--- config.mk ---
export PLATFORM = sky130hd
export DESIGN_NAME = trimmed_mean_smoothing_filter
export DESIGN_NICKNAME = d
export VERILOG_FILES = /design/src/rtl/tmsf_pkg.sv /design/src/rtl/tmsf_chan.sv /design/src/rtl/trimmed_mean_smoothing_filter.sv
export SDC_FILE = /design/constraint.sdc
export NUM_CORES = 2
export LEC_CHECK = 0
export BUFFER_PORTS_ARGS = -buffer_cell sky130_fd_sc_hd__buf_2
export CORE_ASPECT_RATIO = 0.7
export CORE_MARGIN = 4
export CORE_UTILIZATION = 25
export CTS_CLUSTER_DIAMETER = 120
export DETAILED_ROUTE_END_ITERATION = 7
export PLACE_DENSITY_LB_ADDON = 0.1
export SLEW_MARGIN = 20
export SYNTH_ARGS = -nofsm -noshare
export SYNTH_HDL_FRONTEND = slang
export SYNTH_SLANG_ARGS = --single-unit
--- constraint.sdc ---
create_clock -name clk_i -period 9.7 [get_ports clk_i]
set_input_delay 0 -clock clk_i [delete_from_list [all_inputs] [get_ports clk_i]]
set_output_delay 0 -clock clk_i [all_outputs]
set_load 0.01 [all_outputs]
--- src/rtl/tmsf_pkg.sv ---
// ----------------------------------------------------------------------------
// tmsf_pkg
// Shared constants and types of the trimmed mean smoothing filter.
// ----------------------------------------------------------------------------
package tmsf_pkg;

  localparam int SAMPLE_W          = 12;
  localparam int MAX_SAMPLE        = 4095;
  localparam int WEIGHT_W          = 9;
  localparam int WEIGHT_ONE        = 256;
  localparam int WEIGHT_RESET      = 77;
  localparam int BLOCK_LEN_DEFAULT = 8;
  localparam int DATA_W            = 2 * SAMPLE_W;

  // Load strobes for the per-channel datapath
  typedef struct packed {
    logic acc_en;   // sample word accepted
    logic last;     // accepted word closes the block
    logic mean_ld;  // trimmed sum -> mean register
    logic out_ld;   // mean -> smoothed output register
  } chan_ctrl_t;

endpackage

--- src/rtl/tmsf_chan.sv ---
// ----------------------------------------------------------------------------
// tmsf_chan
// One channel: block sum/min/max, trimmed sum, mean by reciprocal multiply
// and first-order lag against the previous output.
// ----------------------------------------------------------------------------
module tmsf_chan #(
  parameter int BLOCK_LEN = tmsf_pkg::BLOCK_LEN_DEFAULT
) (
  input  logic                          clk_i,
  input  logic                          rst_ni,
  input  tmsf_pkg::chan_ctrl_t          ctrl_i,
  input  logic [tmsf_pkg::SAMPLE_W-1:0] sample_i,
  input  logic [tmsf_pkg::WEIGHT_W-1:0] weight_i,
  output logic [tmsf_pkg::SAMPLE_W-1:0] filtered_o
);
  import tmsf_pkg::*;

  localparam int    SUM_W   = $clog2(BLOCK_LEN * MAX_SAMPLE + 1);
  localparam int    DIV_C   = BLOCK_LEN - 2;
  localparam int    DIV_L   = $clog2(DIV_C);
  localparam int    SHIFT_C = SUM_W + DIV_L;
  localparam longint RECIP_L = ((longint'(1) << SHIFT_C) + DIV_C - 1) / DIV_C;
  localparam logic [SUM_W:0] RECIP_C = RECIP_L[SUM_W:0];
  localparam int    PROD_W  = 2 * SUM_W + 1;
  localparam int    MIX_W   = SAMPLE_W + WEIGHT_W;

  logic [SUM_W-1:0]    sum_q, sum_d, sum_new;
  logic [SAMPLE_W-1:0] min_q, min_d, min_new;
  logic [SAMPLE_W-1:0] max_q, max_d, max_new;
  logic [SUM_W-1:0]    trim_q, trim_d;
  logic [SAMPLE_W-1:0] mean_q, mean_d;
  logic [SAMPLE_W-1:0] out_q, out_d;
  logic [PROD_W-1:0]   prod;
  logic [WEIGHT_W-1:0] inv_w;
  logic [MIX_W-1:0]    mix;

  // Running statistics including the incoming sample
  always_comb begin
    sum_new = sum_q + SUM_W'(sample_i);
    min_new = (sample_i < min_q) ? sample_i : min_q;
    max_new = (sample_i > max_q) ? sample_i : max_q;
    trim_d  = sum_new - SUM_W'(min_new) - SUM_W'(max_new);
  end

  always_comb begin
    sum_d = sum_q;
    min_d = min_q;
    max_d = max_q;
    if (ctrl_i.acc_en) begin
      if (ctrl_i.last) begin
        sum_d = '0;
        min_d = SAMPLE_W'(MAX_SAMPLE);
        max_d = '0;
      end else begin
        sum_d = sum_new;
        min_d = min_new;
        max_d = max_new;
      end
    end
  end

  // Exact floor division by the trimmed length
  always_comb begin
    prod   = PROD_W'(trim_q) * PROD_W'(RECIP_C);
    mean_d = prod[SHIFT_C +: SAMPLE_W];
  end

  // Lag: (prev*(256-w) + mean*w) >> 8
  always_comb begin
    inv_w = WEIGHT_W'(WEIGHT_ONE) - weight_i;
    mix   = MIX_W'(out_q) * MIX_W'(inv_w) + MIX_W'(mean_q) * MIX_W'(weight_i);
    out_d = mix[8 +: SAMPLE_W];
  end

  always_ff @(posedge clk_i or negedge rst_ni) begin
    if (!rst_ni) begin
      sum_q <= '0;
      min_q <= SAMPLE_W'(MAX_SAMPLE);
      max_q <= '0;
      out_q <= '0;
    end else begin
      sum_q <= sum_d;
      min_q <= min_d;
      max_q <= max_d;
      if (ctrl_i.out_ld) begin
        out_q <= out_d;
      end
    end
  end

  always_ff @(posedge clk_i) begin
    if (ctrl_i.acc_en && ctrl_i.last) begin
      trim_q <= trim_d;
    end
    if (ctrl_i.mean_ld) begin
      mean_q <= mean_d;
    end
  end

  assign filtered_o = out_q;

endmodule

--- src/rtl/trimmed_mean_smoothing_filter.sv ---
// ----------------------------------------------------------------------------
// trimmed_mean_smoothing_filter
// Two-channel trimmed block mean with first-order lag smoothing.
// Throughput: one sample pair per cycle; a block's last pair waits for the trimmed sum stage.
// Result path: after the block's last pair is accepted, the result passes the
//   trimmed sum, mean multiply and lag multiply registers in turn.
// Reset: async active low; block statistics and outputs cleared, weight 77.
// ----------------------------------------------------------------------------
module trimmed_mean_smoothing_filter #(
  parameter int BLOCK_LEN = tmsf_pkg::BLOCK_LEN_DEFAULT
) (
  input  logic                          clk_i,
  input  logic                          rst_ni,
  // cfg write: smoothing_weight
  input  logic                          cfg_valid_i,
  output logic                          cfg_ready_o,
  input  logic [tmsf_pkg::WEIGHT_W-1:0] cfg_data_i,
  // tdata: [11:0] sample_ch0, [23:12] sample_ch1
  input  logic                          s_axis_tvalid,
  output logic                          s_axis_tready,
  input  logic [tmsf_pkg::DATA_W-1:0]   s_axis_tdata,
  // tdata: [11:0] filtered_ch0, [23:12] filtered_ch1
  output logic                          m_axis_tvalid,
  input  logic                          m_axis_tready,
  output logic [tmsf_pkg::DATA_W-1:0]   m_axis_tdata
);
  import tmsf_pkg::*;

  localparam int CNT_W = $clog2(BLOCK_LEN);
  localparam logic [CNT_W-1:0] LAST_C = CNT_W'(BLOCK_LEN - 1);

  logic [CNT_W-1:0]    cnt_q, cnt_d;
  logic [WEIGHT_W-1:0] weight_q, weight_sat;
  logic                trim_v_q, trim_v_d;
  logic                mean_v_q, mean_v_d;
  logic                out_v_q, out_v_d;
  logic                rdy_out, rdy_mean, rdy_trim;
  chan_ctrl_t          ctrl;
  logic [SAMPLE_W-1:0] filt0, filt1;

  assign cfg_ready_o = 1'b1;

  // Per-stage ready, output side first
  always_comb begin
    rdy_out       = !out_v_q || m_axis_tready;
    rdy_mean      = !mean_v_q || rdy_out;
    rdy_trim      = !trim_v_q || rdy_mean;
    s_axis_tready = rdy_trim || (cnt_q != LAST_C);
    ctrl.acc_en   = s_axis_tvalid && s_axis_tready;
    ctrl.last     = (cnt_q == LAST_C);
    ctrl.mean_ld  = trim_v_q && rdy_mean;
    ctrl.out_ld   = mean_v_q && rdy_out;
  end

  always_comb begin
    cnt_d = cnt_q;
    if (ctrl.acc_en) begin
      cnt_d = ctrl.last ? '0 : cnt_q + 1'b1;
    end
    trim_v_d = (ctrl.acc_en && ctrl.last) || (trim_v_q && !ctrl.mean_ld);
    mean_v_d = ctrl.mean_ld || (mean_v_q && !ctrl.out_ld);
    out_v_d  = ctrl.out_ld || (out_v_q && !m_axis_tready);
  end

  assign weight_sat = (weight_q > WEIGHT_W'(WEIGHT_ONE)) ? WEIGHT_W'(WEIGHT_ONE) : weight_q;

  always_ff @(posedge clk_i or negedge rst_ni) begin
    if (!rst_ni) begin
      cnt_q    <= '0;
      weight_q <= WEIGHT_W'(WEIGHT_RESET);
      trim_v_q <= 1'b0;
      mean_v_q <= 1'b0;
      out_v_q  <= 1'b0;
    end else begin
      cnt_q    <= cnt_d;
      trim_v_q <= trim_v_d;
      mean_v_q <= mean_v_d;
      out_v_q  <= out_v_d;
      if (cfg_valid_i) begin
        weight_q <= cfg_data_i;
      end
    end
  end

  tmsf_chan #(
    .BLOCK_LEN (BLOCK_LEN)
  ) u_chan0 (
    .clk_i      (clk_i),
    .rst_ni     (rst_ni),
    .ctrl_i     (ctrl),
    .sample_i   (s_axis_tdata[SAMPLE_W-1:0]),
    .weight_i   (weight_sat),
    .filtered_o (filt0)
  );

  tmsf_chan #(
    .BLOCK_LEN (BLOCK_LEN)
  ) u_chan1 (
    .clk_i      (clk_i),
    .rst_ni     (rst_ni),
    .ctrl_i     (ctrl),
    .sample_i   (s_axis_tdata[DATA_W-1:SAMPLE_W]),
    .weight_i   (weight_sat),
    .filtered_o (filt1)
  );

  assign m_axis_tvalid = out_v_q;
  assign m_axis_tdata  = {filt1, filt0};

endmodule
==> results.md <==
- DRC Markers: 0
- CP required: 10050 ps
- Max-cap viol count: 0
- DRT Wirelength: 81800 um
- Outcome: completed
- Grt ovf: 0
- Netlist Area Pre-Place: 30600 sq um
- Post-synth net total: around 4200
- Sink Count: 171
- Vias/cell: 4.21
- Maximum fanout along the worst path: 27
- Drt first-iter violations: 814
- Boundary Pins: 65
- Mean Syn Cell Area: ~9.5 sq um
- Worst-Skew Late Latency: between 500 and 600 ps
- R2r setup slk: 1250 ps
- # setup viols final: 0
- Vias post-DR: 20600
- Final slew viol count: 0
- Area Growth Syn to Fin: 10.7%
- Antenna violation net count after detailed routing: 0
- Die W: 426 um
- Clk_skew: 35.1 ps
- CTS root buffer: clkbuf_16
- Post-DP HPWL: around 67000 um
- GP Congestion: 0.751
- Slew HR: 32.6%
- Startpoint types: flip-flop
- Initial Utilization: roughly a quarter
- Yosys top cell area share: 31.9%
- Largest net degree at the start of global routing: 76
- Minimum clock period: 8450 ps
- Hold Vio Cnt, Final: 0
- Most used DFF post-synth: dfrtp_1
- CTS buffer count: 17
- Largest area contributor in the netlist: fa_1
- IO buf count: 63
- TNS Setup: 0 ps
- Yosys warns: 0
- Crit end category: flip-flop
- Sequential element share of the synthesized area: between 10 and 15%
- Area contributors post-synth: fa_1 32%, ha_1 18%, inv_1 9.2%, dfrtp_1 7.3%, edfxtp_1 5.3%
- Critical Path Max Stage Delay: 710 ps
- EDFF count, synth: 54
- Num rows: roughly 110
- Worst slew pin tran: approximately 1000 ps
- DR pass1 iterations: 5
- Nets: 4209
- Global-route wire length before repair: 132000 um
- FMAX: 0.118 GHz
- Number of global-route vias before repair: about 22000
- Initial antenna violation count: 1
- CORE AREA: around 120000 sq um
- Post-DR wirelength/cell: between 15 and 20 um
- Synth top cells by count: 751 x inv_1, 488 x fa_1, 433 x ha_1
- RSZ-0062 raised after global routing: false
- Max stage delay cell, worst path: xor2_4
- Post-synth ARST share: between 60% and 70%
- Ratio of cells with drive above 1 in the final layout: 7.48%
- #FFs+latches synth: 171
- Distinct cells, synth: 71
- CP Class: flip-flop to flip-flop
- Most common cell on crit path: fa_1
- Die height: around 300 um
- Hold Crit Class: input port to flip-flop
- Max clock buf depth: 2
- H-tree depth: 4
- Count leader, synth: inv_1
- Reg clk slew, reported paths: 80 ps
- Setup bufs post-CTS: 0
- Final worst-path cycle share: 87.1%
- Critical Path AT: between 8000 and 9000 ps
- CTS tree: yes
- GR Util All Layers: 13.4%
- Diodes inserted: 0
- Cells after Synth: 3210
- Die Footprint: 128000 sq um
## flip-flops by register name, indices dropped and copies added, names as in the netlist
name                flops
u_chan1.sum_q          15
u_chan1.min_q          12
u_chan0.trim_q         15
mean_v_q                1
u_chan1.filtered_o     12
u_chan1.mean_q         12
u_chan0.min_q          12
u_chan0.max_q          12
weight_q                9
u_chan1.max_q          12
u_chan0.sum_q          15
u_chan0.filtered_o     12
trim_v_q                1
u_chan0.mean_q         12
u_chan1.trim_q         15
cnt_q                   3
m_axis_tvalid           1
## layer usage
metal | wire length (um) | global-route usage, %
met1 | 44800 | 21.2
met4 | 635 | 2.03
met5 | 0 | 0
met3 | 1860 | 1.38
met2 | 34500 | 19.9
## placed cells by master, fill, tap and decap left out, drive strengths merged, types with 5 or more instances in the layout
cell type    instances
a2111oi              6
a211o                8
a211oi               9
a21o                41
a21oi               72
a22o                25
a31oi                5
and2               184
and3                 9
buf                 92
clkbuf              18
clkinv               6
dfrtp               89
dfstp               28
dlygate4sd3         43
edfxtp              54
fa                 488
ha                 433
inv                758
mux2                53
mux2i                6
nand2              360
nand2b              14
nand3               33
nand4                8
nor2                66
nor2b               19
nor3                24
o21a                10
o21ai               82
o21bai              14
o31ai                9
o32a                24
or3                  5
xnor2               74
xor2                48
## cell type report
cell class,instances,area [sq um]
clock buffers,18,439
clock inverters,14,191
fillers,13200,87700
inverters,751,2820
multi-input cells,2174,22800
flip-flops and latches,171,4580
well taps,1635,2050
repair buffers,135,970
## logic make-up after synthesis
kind of cell	after synthesis	synth area share (%)
compound gates	332	7.58
other cells	1	0.0123
flops	171	15.0
mux	59	2.15
buf+inv	865	10.7
fa+ha+maj	921	49.6
xor+xnor	122	3.52
simple gates	739	11.5
## per-stage QoR
step / hold WS, ps / utilization (%) / setup slack [ps] / area, sq um / std cells
floorplan: -296 / - / 2350 / 30600 / 3210
global placement: 138 / 27.0 / 1120 / 32800 / 4823
detailed placement: 135 / 27.0 / 1200 / 32800 / 4823
CTS: 8.50 / 27.9 / 1180 / 33900 / 4898
global route: 31.1 / 27.9 / 474 / 33900 / 4898
finish: 53.5 / 27.9 / 1250 / 33900 / 4898
## final timing paths
kind | to | depth (start not counted) | start
min | weight_q[6] | 2 | cfg_valid_i
min in group asynchronous | u_chan1.max_q[5] | 2 | rst_ni
max | u_chan1.filtered_o[11] | 26 | weight_q[8]
min reg2reg | u_chan1.sum_q[0] | 2 | u_chan1.sum_q[0]
max reg2reg | u_chan1.filtered_o[11] | 26 | weight_q[8]
max in group asynchronous | u_chan0.filtered_o[11] | 3 | rst_ni
## critical path, delay by kind of cell, from the launching register on
| family | cells | cell delay, ps |
|---|---|---|
| mux | 1 | 230 |
| xor+xnor | 2 | 910 |
| fa+ha+maj | 7 | 3140 |
| compound gates | 7 | 1560 |
| flops | 1 | 690 |
| buf+inv | 5 | 490 |
| simple gates | 4 | 1280 |
## timing repair
item                      4_1_cts  5_1_grt
resized for setup               0        0
hold buffers                   43        0
hold endpoints to repair      122        0
Power is not shown: default switching activity piles up to over one toggle a cycle in this logic, so the estimate is an artifact.
